==> src/swcs_pkg.sv <==
`default_nettype none

package swcs_pkg;

    localparam int unsigned SEQ_W = 32;
    localparam int unsigned WIN_W = 9;

    localparam logic [WIN_W:0] WINDOW_LIMIT = 10'd256;

    localparam logic [WIN_W-1:0] INIT_THRESHOLD_RESET = 9'd16;
    localparam logic [WIN_W-1:0] MAX_WINDOW_RESET     = 9'd200;

    localparam logic [1:0] OP_OFFER   = 2'd0;
    localparam logic [1:0] OP_PACKET  = 2'd1;
    localparam logic [1:0] OP_TIMEOUT = 2'd2;

    localparam logic [2:0] ACT_NONE    = 3'd0;
    localparam logic [2:0] ACT_SEND    = 3'd1;
    localparam logic [2:0] ACT_RESEND  = 3'd2;
    localparam logic [2:0] ACT_DONE    = 3'd3;
    localparam logic [2:0] ACT_REFUSED = 3'd4;

    localparam logic [1:0] MODE_CODE_SEND   = 2'd0;
    localparam logic [1:0] MODE_CODE_FULL   = 2'd1;
    localparam logic [1:0] MODE_CODE_WAIT   = 2'd2;
    localparam logic [1:0] MODE_CODE_RESEND = 2'd3;

    localparam logic REG_INITIAL_THRESHOLD = 1'b0;
    localparam logic REG_MAX_WINDOW        = 1'b1;

    typedef enum logic [3:0] {
        MODE_SEND   = 4'b0001,
        MODE_FULL   = 4'b0010,
        MODE_WAIT   = 4'b0100,
        MODE_RESEND = 4'b1000
    } mode_t;

    typedef struct packed {
        logic [1:0]       operation;
        logic             last_segment;
        logic             is_ack;
        logic [SEQ_W-1:0] ack_number;
    } in_item_t;

    typedef struct packed {
        logic [2:0]       action;
        logic [SEQ_W-1:0] seq_out;
        logic [WIN_W-1:0] window_out;
        logic [WIN_W-1:0] threshold_out;
        logic [1:0]       mode_out;
    } out_item_t;

endpackage

`default_nettype wire

==> src/sliding_window_congestion_sender.sv <==
// Go-back-N sender control with a slow-start congestion window.
// Input channel (s_valid, s_ready, s_item): one event per transaction, either
// a segment offer, a received packet or a receive timeout.
// Result channel (m_valid, m_ready, m_item): exactly one result transaction
// per event, carrying the action, the sequence number to transmit and the
// window, threshold and mode after the event.
// Configuration channel (cfg_valid, cfg_ready, cfg_index, cfg_data) writes the
// initial threshold (index 0, also loaded into the threshold) and the window
// cap (index 1); it is always ready. The user must use it only while the block
// is idle; the block itself does not enforce this. An event waits in the input
// register and its result shows on m_item from the result register.
// Throughput: one event per cycle while each result is taken without a stall.
// Reset (aresetn low, synchronous) empties both registers, restores the
// configuration defaults and returns the sender to send mode with window 1.
// When the receiver stalls, the result is held, one more event may wait in
// the input register, and then s_ready drops until the result is taken.
`default_nettype none

module sliding_window_congestion_sender (
    input  wire                       aclk,
    input  wire                       aresetn,
    input  wire                       s_valid,
    output logic                      s_ready,
    input  wire swcs_pkg::in_item_t   s_item,
    output logic                      m_valid,
    input  wire                       m_ready,
    output swcs_pkg::out_item_t       m_item,
    input  wire                       cfg_valid,
    output logic                      cfg_ready,
    input  wire                       cfg_index,
    input  wire [8:0]                 cfg_data
);
    import swcs_pkg::*;

    in_item_t          in_item_reg;
    logic              in_valid_reg, in_valid_next;
    out_item_t         m_item_reg, m_item_next;
    logic              m_valid_reg, m_valid_next;

    logic [SEQ_W-1:0]  next_seq_reg, next_seq_next;
    logic [SEQ_W-1:0]  base_reg, base_next;
    logic [WIN_W-1:0]  cwnd_reg, cwnd_next;
    logic [WIN_W-1:0]  ssthresh_reg, ssthresh_next;
    logic [WIN_W-1:0]  acks_reg, acks_next;
    mode_t             mode_reg, mode_next;
    logic              offered_reg, offered_next;
    logic [WIN_W-1:0]  init_thr_reg, init_thr_next;
    logic [WIN_W-1:0]  max_win_reg, max_win_next;

    logic              proc;
    logic              s_fire;

    assign proc      = in_valid_reg && (!m_valid_reg || m_ready);
    assign s_ready   = !in_valid_reg || proc;
    assign s_fire    = s_valid && s_ready;
    assign m_valid   = m_valid_reg;
    assign m_item    = m_item_reg;
    assign cfg_ready = 1'b1;

    always_comb begin
        logic [WIN_W-1:0] acks_inc;
        logic [WIN_W:0]   grown;
        logic [WIN_W:0]   cap;
        logic [SEQ_W-1:0] ack_next_base;
        logic [SEQ_W-1:0] base_eff;
        logic             timeout;
        logic             good;
        logic [2:0]       act;
        logic [SEQ_W-1:0] seq;
        logic [1:0]       mode_code;

        in_valid_next = s_fire || (in_valid_reg && !proc);
        m_valid_next  = proc || (m_valid_reg && !m_ready);
        m_item_next   = m_item_reg;
        next_seq_next = next_seq_reg;
        base_next     = base_reg;
        cwnd_next     = cwnd_reg;
        ssthresh_next = ssthresh_reg;
        acks_next     = acks_reg;
        mode_next     = mode_reg;
        offered_next  = offered_reg;
        init_thr_next = init_thr_reg;
        max_win_next  = max_win_reg;

        acks_inc      = acks_reg + 9'd1;
        grown         = (cwnd_reg < ssthresh_reg) ? {cwnd_reg, 1'b0}
                                                  : {1'b0, cwnd_reg} + 10'd1;
        cap           = ({1'b0, max_win_reg} > WINDOW_LIMIT) ? WINDOW_LIMIT
                                                             : {1'b0, max_win_reg};
        if (cap == '0) begin
            cap = 10'd1;
        end
        ack_next_base = in_item_reg.ack_number + 32'd1;
        timeout       = (in_item_reg.operation == OP_TIMEOUT);
        good          = (in_item_reg.operation == OP_PACKET) && in_item_reg.is_ack &&
                        ((in_item_reg.ack_number - base_reg) < (next_seq_reg - base_reg));
        base_eff      = good ? ack_next_base : base_reg;
        act           = ACT_NONE;
        seq           = '0;
        mode_code     = MODE_CODE_SEND;

        if (proc) begin
            case (in_item_reg.operation)
                OP_OFFER: begin
                    if (mode_reg == MODE_SEND) begin
                        act           = ACT_SEND;
                        seq           = next_seq_reg;
                        next_seq_next = next_seq_reg + 32'd1;
                        if (in_item_reg.last_segment) begin
                            offered_next = 1'b1;
                            mode_next    = MODE_WAIT;
                        end else if ((next_seq_next - base_reg) >=
                                     {{(SEQ_W-WIN_W){1'b0}}, cwnd_reg}) begin
                            mode_next = MODE_FULL;
                        end
                    end else begin
                        act = ACT_REFUSED;
                    end
                end
                OP_PACKET, OP_TIMEOUT: begin
                    case (mode_reg)
                        MODE_FULL, MODE_WAIT: begin
                            if (timeout) begin
                                ssthresh_next = (cwnd_reg[WIN_W-1:1] == '0) ? 9'd1
                                              : {1'b0, cwnd_reg[WIN_W-1:1]};
                                acks_next     = '0;
                                cwnd_next     = 9'd1;
                                mode_next     = MODE_RESEND;
                                act           = ACT_RESEND;
                                seq           = base_reg;
                            end else if (good) begin
                                base_next = ack_next_base;
                                if (acks_inc >= cwnd_reg) begin
                                    acks_next = '0;
                                    cwnd_next = (grown > cap) ? cap[WIN_W-1:0]
                                                              : grown[WIN_W-1:0];
                                end else begin
                                    acks_next = acks_inc;
                                end
                                if (mode_reg == MODE_FULL) begin
                                    mode_next = MODE_SEND;
                                end else if (ack_next_base == next_seq_reg) begin
                                    mode_next    = MODE_SEND;
                                    offered_next = 1'b0;
                                    act          = ACT_DONE;
                                end
                            end
                        end
                        MODE_RESEND: begin
                            if (timeout) begin
                                ssthresh_next = (cwnd_reg[WIN_W-1:1] == '0) ? 9'd1
                                              : {1'b0, cwnd_reg[WIN_W-1:1]};
                                acks_next     = '0;
                                cwnd_next     = 9'd1;
                            end else begin
                                base_next = base_eff;
                            end
                            if (base_next == next_seq_reg) begin
                                mode_next = MODE_SEND;
                                if (offered_reg) begin
                                    offered_next = 1'b0;
                                    act          = ACT_DONE;
                                end
                            end else begin
                                act = ACT_RESEND;
                                seq = base_next;
                            end
                        end
                        default: begin
                        end
                    endcase
                end
                default: begin
                end
            endcase

            case (mode_next)
                MODE_SEND:   mode_code = MODE_CODE_SEND;
                MODE_FULL:   mode_code = MODE_CODE_FULL;
                MODE_WAIT:   mode_code = MODE_CODE_WAIT;
                MODE_RESEND: mode_code = MODE_CODE_RESEND;
                default:     mode_code = MODE_CODE_SEND;
            endcase

            m_item_next.action        = act;
            m_item_next.seq_out       = seq;
            m_item_next.window_out    = cwnd_next;
            m_item_next.threshold_out = ssthresh_next;
            m_item_next.mode_out      = mode_code;
        end

        if (cfg_valid) begin
            case (cfg_index)
                REG_INITIAL_THRESHOLD: begin
                    init_thr_next = cfg_data;
                    ssthresh_next = (cfg_data == '0) ? 9'd1 : cfg_data;
                end
                REG_MAX_WINDOW: begin
                    max_win_next = cfg_data;
                end
                default: begin
                end
            endcase
        end
    end

    always_ff @(posedge aclk) begin
        if (s_fire) begin
            in_item_reg <= s_item;
        end
        m_item_reg <= m_item_next;
    end

    always_ff @(posedge aclk) begin
        if (!aresetn) begin
            in_valid_reg <= 1'b0;
            m_valid_reg  <= 1'b0;
            next_seq_reg <= '0;
            base_reg     <= '0;
            cwnd_reg     <= 9'd1;
            ssthresh_reg <= INIT_THRESHOLD_RESET;
            acks_reg     <= '0;
            mode_reg     <= MODE_SEND;
            offered_reg  <= 1'b0;
            init_thr_reg <= INIT_THRESHOLD_RESET;
            max_win_reg  <= MAX_WINDOW_RESET;
        end else begin
            in_valid_reg <= in_valid_next;
            m_valid_reg  <= m_valid_next;
            next_seq_reg <= next_seq_next;
            base_reg     <= base_next;
            cwnd_reg     <= cwnd_next;
            ssthresh_reg <= ssthresh_next;
            acks_reg     <= acks_next;
            mode_reg     <= mode_next;
            offered_reg  <= offered_next;
            init_thr_reg <= init_thr_next;
            max_win_reg  <= max_win_next;
        end
    end

endmodule

`default_nettype wire

==> config.mk <==
export PLATFORM = sky130hd
export DESIGN_NAME = sliding_window_congestion_sender
export DESIGN_NICKNAME = d
export VERILOG_FILES = /design/src/swcs_pkg.sv /design/src/sliding_window_congestion_sender.sv
export SDC_FILE = /design/constraint.sdc
export NUM_CORES = 1
export LEC_CHECK = 0
export BUFFER_PORTS_ARGS = -buffer_cell sky130_fd_sc_hd__buf_2
export CORE_ASPECT_RATIO = 2
export CORE_MARGIN = 2
export CORE_UTILIZATION = 50
export CTS_BUF_LIST = sky130_fd_sc_hd__clkbuf_4 sky130_fd_sc_hd__clkbuf_8
export CTS_CLUSTER_DIAMETER = 100
export DETAILED_ROUTE_END_ITERATION = 8
export HOLD_SLACK_MARGIN = 0.12
export PLACE_DENSITY_LB_ADDON = 0.05
export SETUP_SLACK_MARGIN = 0.15
export SLEW_MARGIN = 0
export SYNTH_ARGS = -nofsm -noshare
export SYNTH_HDL_FRONTEND = slang
export SYNTH_SLANG_ARGS = --single-unit
==> constraint.sdc <==
create_clock -name aclk -period 10.65 [get_ports aclk]
set_clock_uncertainty 0.1 [all_clocks]
set_input_delay 1.065 -clock aclk [delete_from_list [all_inputs] [get_ports aclk]]
set_output_delay 1.065 -clock aclk [all_outputs]
set_load 0.05 [all_outputs]
==> results of run 1 <==
[how the worst max path moves through the flow]
stage	slack, ns	endpoint	from
3_3_place_gp	2.41	m_item[36]	base_reg[1]
3_5_place_dp	2.28	m_item[25]	base_reg[1]
4_1_cts	2.24	m_item[20]	base_reg[1]
5_1_grt	1.34	m_item[32]	base_reg[1]
6_report	1.75	m_item[32]	base_reg[1]
2_1_floorplan	4.10	m_item[0]	in_item_reg[0]
[worst max-delay path: cells and delay by family, from the launching register on]
family | cells | cell delay [ns]
buffers and inverters | 2 | 0.63
flip-flops | 1 | 0.44
AO/OA/AOI/OAI | 12 | 4.24
multiplexers | 1 | 0.41
AND/OR/NAND/NOR | 6 | 2.28
adder cells (fa/ha/maj) | 2 | 0.48
[power breakdown]
group / leakage (nW) / total (W) / switching (W) / internal (W)
Combinational: 5.44 / 0.000297 / 0.000199 / 0.0000982
Clock: 0.195 / 0.000522 / 0.000342 / 0.000180
Sequential: 1.75 / 0.000848 / 0.0000307 / 0.000817
[logic make-up after synthesis]
logic type / synth area share
adders and majority gates: 0.122
and+or+nand+nor: 0.219
other: 0.000214
buffers and inverters: 0.0468
DFF: 0.278
xor gates and xnor gates: 0.104
AOI/OAI and AO/OA: 0.218
muxes: 0.0116
[layer usage]
| metal | GRT usage | routed length [um] | up-vias |
|---|---|---|---|
| met1 | 0.364 | 23000 | 8326 |
| met3 | 0.0859 | 4350 | 384 |
| met4 | 0.403 | 8940 | 0 |
| li1 | - | - | 8018 |
| met5 | 0 | 0 | - |
| met2 | 0.716 | 37500 | 834 |
[metrics by stage]
step           setup slack [ns]  power [W]  hold slack [ns]  utilization
4_1_cts                    2.24    0.00166            0.368        0.542
2_1_floorplan              4.10    0.00105            0.336            -
6_report                   1.75    0.00167            0.366        0.543
3_5_place_dp               2.28    0.00115            0.350        0.531
5_1_grt                    1.34    0.00172            0.400        0.543
3_3_place_gp               2.41    0.00115            0.342        0.531
[layout make-up]
type | instances | area [sq um]
Fill cell | 3343 | 15900
Clock buffer | 18 | 241
Tap cell | 445 | 557
Inverter | 101 | 380
Clock inverter | 14 | 155
Antenna cell | 4 | 10.0
Multi-Input combinational cell | 1745 | 11900
Timing Repair Buffer | 142 | 796
Sequential cell | 198 | 4870
[cell usage in the layout, fill, tap and decap left out, types with 8 or more instances in the layout]
cell type and count:
nand4_1 33, buf_2 107, xnor2_1 114, a211o_1 13, nor3_1 54, a21oi_1 135, o31ai_1 12, mux2i_1 8
and2_1 19, buf_4 34, a31oi_1 18, a21o_1 41, clkbuf_8 17, nand2b_1 29, nor2b_1 25, a211oi_1 56
nor2_1 202, xor2_1 82, nor4_1 27, nand3b_1 8, ha_1 167, o2111ai_1 11, o21a_1 20, and3_1 29
edfxtp_1 91, o21ai_0 108, a22oi_1 12, or3_1 20, nand3_1 69, mux2_2 11, o211ai_1 14, inv_1 99
o221ai_1 36, nand2_1 218, dfxtp_1 107
==> flow_summary.html, run 1 <==
<table>
<tr><th>Metric</th><th>Value</th></tr>
<tr><th colspan="2">Setup path</th></tr>
<tr><td>Beginning of the worst register-to-register path</td><td>base_reg[1]</td></tr>
<tr><td>Cell with the largest stage delay on the worst path</td><td>a211oi_1</td></tr>
<tr><td>R2r setup slk</td><td>1.75 ns</td></tr>
<tr><td>Delay of the slowest critical-path stage</td><td>1.03 ns</td></tr>
<tr><td>Critical path, cell by cell</td><td>inv_1, ha_1, nor2b_1, o31ai_1, o31ai_1, o21ai_0, o21ai_0, a31oi_1, a21oi_1, a211oi_1, nor2b_1, o21ai_0, a311oi_1, a41oi_1, ha_1, nand4_1, or4_1, o211ai_1, mux2_2, or4_4, nand4b_1, buf_4, o221ai_1</td></tr>
<tr><td>Worst reg2reg path depth</td><td>23</td></tr>
<tr><td>Critical path class</td><td>reg2reg</td></tr>
<tr><td>Required time reported for the critical path endpoint</td><td>10.79 ns</td></tr>
<tr><td>Destination of the worst register-to-register timing path</td><td>m_item[32]</td></tr>
<tr><td>Critical path endpoint category</td><td>flop</td></tr>
<tr><td>Top fanout value on the critical path</td><td>18</td></tr>
<tr><td>Data arrival time of the critical path</td><td>9.04 ns</td></tr>
<tr><td>CP most frequent cell</td><td>o21ai_0</td></tr>
<tr><td>Launching element type of the critical path</td><td>flop</td></tr>
<tr><th colspan="2">Cells and area</th></tr>
<tr><td>Layout Cell Area excl Fill</td><td>0.0189 sq mm</td></tr>
<tr><td>Nets</td><td>2426</td></tr>
<tr><td>Number of cells in the finished layout apart from fillers</td><td>2667</td></tr>
<tr><td>Layout Area Growth over Synthesis</td><td>7.64%</td></tr>
<tr><td>Share of final-layout standard cells stronger than drive strength 1</td><td>0.101</td></tr>
<tr><td>Max FFs per register</td><td>55</td></tr>
<tr><th colspan="2">Yosys</th></tr>
<tr><td>Cell variety after synth</td><td>92</td></tr>
<tr><td>Count of mapped cells out of synthesis</td><td>2153</td></tr>
<tr><td>Most repeated cell in the gate-level netlist after synthesis</td><td>nand2_1</td></tr>
<tr><td>Post-synthesis instance area</td><td>0.0176 sq mm</td></tr>
<tr><td>Net count of the mapped netlist</td><td>2374</td></tr>
<tr><td>Top post-synthesis cells by area</td><td>edfxtp_1 (16%), dfxtp_1 (12%), ha_1 (12%)</td></tr>
<tr><td>Number of enable flip-flop cells after synthesis</td><td>91</td></tr>
<tr><td>Portion of the post-synthesis area used by sequential elements</td><td>0.278</td></tr>
<tr><td>Register bit total from synthesis</td><td>198</td></tr>
<tr><td>Mapped Avg Cell Area</td><td>8.16 sq um</td></tr>
<tr><td>Top-area cell type share of the netlist area</td><td>0.156</td></tr>
<tr><td>FFs w/ async S/R, synth</td><td>0</td></tr>
<tr><td>YS warnings</td><td>0</td></tr>
<tr><td>Top cells by count, synth</td><td>nand2_1 (218), nor2_1 (202), ha_1 (167)</td></tr>
<tr><td>Post-synthesis cell type with the largest combined area</td><td>edfxtp_1</td></tr>
<tr><td>Primary FF master, synth</td><td>dfxtp_1</td></tr>
<tr><th colspan="2">Clock network</th></tr>
<tr><td>Resized cells post-CTS</td><td>0</td></tr>
<tr><td>Clock root buffer</td><td>clkbuf_8</td></tr>
<tr><td>Clock latency on the worst-skew pair</td><td>0.54 ns</td></tr>
<tr><td>Buffer levels on the longest clock path</td><td>2</td></tr>
<tr><td>Clock-pin slew reported for the worst setup and hold paths after clock tree synthesis</td><td>0.12 ns</td></tr>
<tr><td>Clk sink count</td><td>198</td></tr>
<tr><td>Post-CTS Hold Fix Bufs</td><td>0</td></tr>
<tr><td>Post-CTS Repair Setup Buffers</td><td>0</td></tr>
<tr><td>CTS tree</td><td>done</td></tr>
<tr><td>Num CTS Buffers</td><td>17</td></tr>
<tr><td>Total number of H-tree levels</td><td>4</td></tr>
<tr><th colspan="2">Placement</th></tr>
<tr><td>DP Area</td><td>0.0185 sq mm</td></tr>
<tr><td>Number of instances in the placed design</td><td>2630</td></tr>
<tr><td>Port buffer count</td><td>107</td></tr>
<tr><td>Routability congestion estimate from global placement</td><td>1.04</td></tr>
<tr><td>Half-perimeter wire length after placement</td><td>58.1 mm</td></tr>
<tr><th colspan="2">Die</th></tr>
<tr><td>Site Rows</td><td>97</td></tr>
<tr><td>I/O pin count</td><td>109</td></tr>
<tr><td>Total die area</td><td>0.0367 sq mm</td></tr>
<tr><td>Core region area</td><td>0.0348 sq mm</td></tr>
<tr><td>Effective utilization at floorplan</td><td>0.504</td></tr>
<tr><td>Die height</td><td>269 um</td></tr>
<tr><td>Die Wd</td><td>137 um</td></tr>
<tr><th colspan="2">Worst hold path</th></tr>
<tr><td>Worst-case hold path end point</td><td>max_win_reg[0]</td></tr>
<tr><td>Hold crit path type</td><td>reg2reg</td></tr>
<tr><td>Worst Hold Path Cells</td><td>2</td></tr>
<tr><td>Launch point of the worst hold path</td><td>max_win_reg[0]</td></tr>
<tr><th colspan="2">Global routing</th></tr>
<tr><td>Vias in the first global route</td><td>17200</td></tr>
<tr><td>Pin count of the biggest net entering global routing</td><td>63</td></tr>
<tr><td>Global route overflow</td><td>0</td></tr>
<tr><td>First-pass GRT wire length</td><td>107 mm</td></tr>
<tr><td>Number of antenna violations at the first check in global routing</td><td>3</td></tr>
<tr><td>GRT Util Overall</td><td>0.403</td></tr>
<tr><th colspan="2">Detailed routing</th></tr>
<tr><td>Via count</td><td>17600</td></tr>
<tr><td>Wirelength per Cell</td><td>27.7 um</td></tr>
<tr><td>Pre-antenna DRT Iters</td><td>6</td></tr>
<tr><td>Post-detailed-route DRC marker count</td><td>0</td></tr>
<tr><td>1st-iter DRT viols</td><td>1584</td></tr>
<tr><td>Routed wire length</td><td>73.8 mm</td></tr>
<tr><td>DRT antenna net count</td><td>0</td></tr>
<tr><td>Mean number of vias per cell</td><td>6.58</td></tr>
<tr><th colspan="2">STA</th></tr>
<tr><td>Setup violation total in the final timing report</td><td>0</td></tr>
<tr><td>Number of max-slew violations in the final report</td><td>0</td></tr>
<tr><td>Slew at the pin with the worst max-slew slack</td><td>1.29 ns</td></tr>
<tr><td>Post-route clock period utilization</td><td>0.835</td></tr>
<tr><td>Setup TNS</td><td>0 ns</td></tr>
<tr><td>Setup repair after global routing missed its margin</td><td>no</td></tr>
<tr><td>Fin crit period</td><td>8.90 ns</td></tr>
<tr><td>Fin. Hold Viols</td><td>0</td></tr>
<tr><td>Highest achievable clock rate</td><td>112 MHz</td></tr>
<tr><td>Worst-case headroom to the max-slew limit</td><td>0.133</td></tr>
<tr><th colspan="2">Power and ir drop</th></tr>
<tr><td>Power density over the cells</td><td>88.2 mW/mm^2</td></tr>
<tr><td>Leak Pwr</td><td>7.39 nW</td></tr>
<tr><td>VDD IR max</td><td>0.0769 mV</td></tr>
<tr><th colspan="2">Run status</th></tr>
<tr><td>Outcome</td><td>finished clean</td></tr>
<tr><th colspan="2">Job</th></tr>
<tr><td>Max-cap viol count</td><td>0</td></tr>
</table>
Note: power is estimated with default switching activity, not from simulation.
==> inputs of run 2 (changes only) <==
==> constraint.sdc (replaced) <==
create_clock -name aclk -period 7.54 [get_ports aclk]
set_clock_uncertainty 0.1 [all_clocks]
set_input_delay 0.754 -clock aclk [delete_from_list [all_inputs] [get_ports aclk]]
set_output_delay 0.754 -clock aclk [all_outputs]
set_load 0.05 [all_outputs]
==> run 2 against run 1 <==
  * Worst hold slack got worse by 0.10 ns
  * Clock-buffer cell count down 1
  * Utilization grew 1.9 points
  * Via count is 1.4% higher
  * Cell area increased by 3.4%
  * Maximum frequency is 22% higher
  * Sequential share of layout area fell by 0.85 points
  * Worst setup slack worse by 1.5 ns
  * Total power up 46%
  * Combinational power increased by 52%
  * Critical path type unchanged
  * Largest power group unchanged
  * Highest routed layer unchanged
==> flow_summary.html, run 2 (synthesis results as in run 1) <==
<table>
<tr><th>Metric</th><th>Value</th></tr>
<tr><th colspan="2">Run status</th></tr>
<tr><td>Outcome</td><td>finished clean</td></tr>
<tr><th colspan="2">STA</th></tr>
<tr><td>Setup TNS</td><td>0 ns (unchanged)</td></tr>
<tr><td>Minimum setup slack in the final design</td><td>0.244 ns (-1.51 ns)</td></tr>
<tr><td>Hold WS</td><td>0.266 ns (-0.101 ns)</td></tr>
<tr><td>Post-route clock period utilization</td><td>0.968 (+0.132)</td></tr>
<tr><td>Highest achievable clock rate</td><td>137 MHz (+22%)</td></tr>
<tr><td>Number of max-slew violations in the final report</td><td>0 (unchanged)</td></tr>
<tr><td>Worst-case headroom to the max-slew limit</td><td>0.106 (-0.0267)</td></tr>
<tr><td>Fin. Hold Viols</td><td>0 (unchanged)</td></tr>
<tr><td>Slew at the pin with the worst max-slew slack</td><td>1.33 ns (+0.0357 ns)</td></tr>
<tr><td>Fin crit period</td><td>7.30 ns (-1.60 ns)</td></tr>
<tr><td>Setup violation total in the final timing report</td><td>0 (unchanged)</td></tr>
<tr><td>Setup repair after global routing missed its margin</td><td>yes</td></tr>
<tr><th colspan="2">Detailed routing</th></tr>
<tr><td>Via count</td><td>17800 (+1.4%)</td></tr>
<tr><td>Pre-antenna DRT Iters</td><td>9 (+3)</td></tr>
<tr><td>Mean number of vias per cell</td><td>6.53 (-0.80%)</td></tr>
<tr><td>DRT antenna net count</td><td>0 (unchanged)</td></tr>
<tr><td>Post-detailed-route DRC marker count</td><td>0 (unchanged)</td></tr>
<tr><td>Routed wire length</td><td>76.0 mm (+2.9%)</td></tr>
<tr><td>1st-iter DRT viols</td><td>1481 (-6.5%)</td></tr>
<tr><td>Wirelength per Cell</td><td>27.9 um (+0.62%)</td></tr>
<tr><th colspan="2">Clock network</th></tr>
<tr><td>Total number of H-tree levels</td><td>4 (unchanged)</td></tr>
<tr><td>Clock-pin slew reported for the worst setup and hold paths after clock tree synthesis</td><td>0.14 ns (+0.02 ns)</td></tr>
<tr><td>Num CTS Buffers</td><td>17 (unchanged)</td></tr>
<tr><td>Clock root buffer</td><td>clkbuf_8</td></tr>
<tr><td>Clock latency on the worst-skew pair</td><td>0.55 ns (about the same)</td></tr>
<tr><td>Clk sink count</td><td>198 (unchanged)</td></tr>
<tr><td>Buffer levels on the longest clock path</td><td>2 (unchanged)</td></tr>
<tr><td>CTS tree</td><td>done</td></tr>
<tr><th colspan="2">Placement</th></tr>
<tr><td>Routability congestion estimate from global placement</td><td>1.05 (+0.76%)</td></tr>
<tr><td>Setup Slack @ Placement</td><td>-0.147 ns (-2.43 ns)</td></tr>
<tr><td>Half-perimeter wire length after placement</td><td>57.9 mm (-0.36%)</td></tr>
<tr><td>Port buffer count</td><td>107 (unchanged)</td></tr>
<tr><td>DP Area</td><td>0.0189 sq mm (+2.1%)</td></tr>
<tr><th colspan="2">Setup path</th></tr>
<tr><td>Destination of the worst register-to-register timing path</td><td>m_item[0]</td></tr>
<tr><td>Buffers and inverters on the worst path</td><td>4 (+2)</td></tr>
<tr><td>Beginning of the worst register-to-register path</td><td>in_item_reg[0]</td></tr>
<tr><td>Data arrival time of the critical path</td><td>7.56 ns (-1.48 ns)</td></tr>
<tr><td>Critical path endpoint category</td><td>flop</td></tr>
<tr><td>Top fanout value on the critical path</td><td>5 (-13)</td></tr>
<tr><td>Dominant delay contributor by cell family on the critical path</td><td>compound AO/OA/AOI/OAI gates</td></tr>
<tr><td>Critical path startpoint</td><td>in_item_reg[0]</td></tr>
<tr><td>Cell with the largest stage delay on the worst path</td><td>or4_4</td></tr>
<tr><td>Launching element type of the critical path</td><td>flop</td></tr>
<tr><td>Critical path class</td><td>reg2reg</td></tr>
<tr><td>R2r setup slk</td><td>0.24 ns (-1.51 ns)</td></tr>
<tr><td>Delay of the slowest critical-path stage</td><td>0.61 ns (-0.42 ns)</td></tr>
<tr><td>Required time reported for the critical path endpoint</td><td>7.81 ns (-2.98 ns)</td></tr>
<tr><td>Worst setup endpoint</td><td>m_item[0]</td></tr>
<tr><td>Worst reg2reg path depth</td><td>29 (+26%)</td></tr>
<tr><td>Stages on worst setup path</td><td>29 (+26%)</td></tr>
<tr><th colspan="2">Cells and area</th></tr>
<tr><td>Commonest non-fill, non-tap cells in the layout</td><td>nand2_1 (217), nor2_1 (200), ha_1 (166), a21oi_1 (131), xnor2_1 (113)</td></tr>
<tr><td>Share of final-layout standard cells stronger than drive strength 1</td><td>0.135 (+0.0336)</td></tr>
<tr><td>Nets</td><td>2482 (+2.3%)</td></tr>
<tr><td>Layout Area Growth over Synthesis</td><td>11.3%</td></tr>
<tr><td>Layout Cell Area excl Fill</td><td>0.0196 sq mm (+3.4%)</td></tr>
<tr><td>Register cell area after layout</td><td>0.00488 sq mm (about the same)</td></tr>
<tr><td>Most common cell after layout, fill and taps aside</td><td>nand2_1</td></tr>
<tr><td>Max FFs per register</td><td>55 (unchanged)</td></tr>
<tr><td>Multi-input logic area</td><td>0.0120 sq mm (+1.0%)</td></tr>
<tr><td>Number of inserted filler cells in the final layout</td><td>3271 (-2.2%)</td></tr>
<tr><th colspan="2">Power and ir drop</th></tr>
<tr><td>Leak Pwr</td><td>7.72 nW (+4.5%)</td></tr>
<tr><td>Power density over the cells</td><td>124 mW/mm^2 (+41%)</td></tr>
<tr><td>VDD IR max</td><td>0.125 mV (+62%)</td></tr>
<tr><th colspan="2">Die</th></tr>
<tr><td>Total die area</td><td>0.0367 sq mm (unchanged)</td></tr>
<tr><td>Die height</td><td>269 um (unchanged)</td></tr>
<tr><td>Die Wd</td><td>137 um (unchanged)</td></tr>
<tr><td>Site Rows</td><td>97 (unchanged)</td></tr>
<tr><td>Effective utilization at floorplan</td><td>0.504 (unchanged)</td></tr>
<tr><td>I/O pin count</td><td>109 (unchanged)</td></tr>
<tr><td>Core region area</td><td>0.0348 sq mm (unchanged)</td></tr>
<tr><th colspan="2">Global routing</th></tr>
<tr><td>GRT Util Overall</td><td>0.419 (+0.0154)</td></tr>
<tr><td>Global route overflow</td><td>0 (unchanged)</td></tr>
<tr><td>Pin count of the biggest net entering global routing</td><td>95 (+51%)</td></tr>
<tr><td>Vias in the first global route</td><td>17600 (+2.5%)</td></tr>
<tr><td>First-pass GRT wire length</td><td>111 mm (+3.4%)</td></tr>
<tr><td>Number of antenna violations at the first check in global routing</td><td>6 (+3)</td></tr>
<tr><th colspan="2">Job</th></tr>
<tr><td>Max-cap viol count</td><td>0 (unchanged)</td></tr>
<tr><th colspan="2">Worst hold path</th></tr>
<tr><td>Hold crit path type</td><td>in2reg</td></tr>
</table>
==> run 2: what timing repair did <==
action | in CTS | in global routing
buffers inserted | 4 | 7
gates cloned | 0 | 0
setup endpoints to repair | 37 | 39
resized for setup | 11 | 28
pin swaps | 7 | 30
hold buffers | 0 | 0
==> run 2: per-layer routing <==
metal,GRT usage,vias up,share of wire
met4,0.432,0,0.12
li1,-,8119,-
met1,0.381,8381,0.31
met3,0.116,409,0.070
met2,0.715,905,0.49
met5,0,-,0
==> run 2: how the worst min path moves through the flow <==
stage | start | end | cells after the start
after global placement | max_win_reg[0] | max_win_reg[0] | 2
after CTS | s_item[11] | in_item_reg[11] | 1
after global routing | s_item[8] | in_item_reg[8] | 1
after detailed placement | max_win_reg[0] | max_win_reg[0] | 2
final | s_item[5] | in_item_reg[5] | 1
after floorplan | max_win_reg[0] | max_win_reg[0] | 2
==> run 2: area by class of cell <==
cell class / count / area share
multi-input combinational: 1745 / 0.614
sequential: 198 / 0.249
timing repair buffer: 198 / 0.0646
tap: 445 / 0.0285
inverter: 101 / 0.0195
clock buffer: 17 / 0.0120
clock inverter: 15 / 0.0108
antenna: 8 / 0.00102
==> run 2: worst reg2reg max path: cells and delay by family, from the launching register on <==
family          cells  cell delay [ns]
compound gates     11             2.63
simple gates        9             2.49
fa+ha+maj           3             0.84
flops               1             0.40
buf+inv             4             0.39
xor+xnor            2             0.23
==> run 2: where the power goes <==
group | switching [W] | total [W] | internal, W
clock network | 0.000526 | 0.000793 | 0.000267
registers | 0.0000365 | 0.00119 | 0.00115
logic | 0.000298 | 0.000450 | 0.000152
==> run 2: through the flow <==
stage,instances,util,total power [W]
CTS,2712,0.557,0.00242
global placement,2676,0.542,0.00163
finish,2727,0.561,0.00243
detailed placement,2676,0.542,0.00163
global route,2724,0.561,0.00251
floorplan,2153,-,0.00148
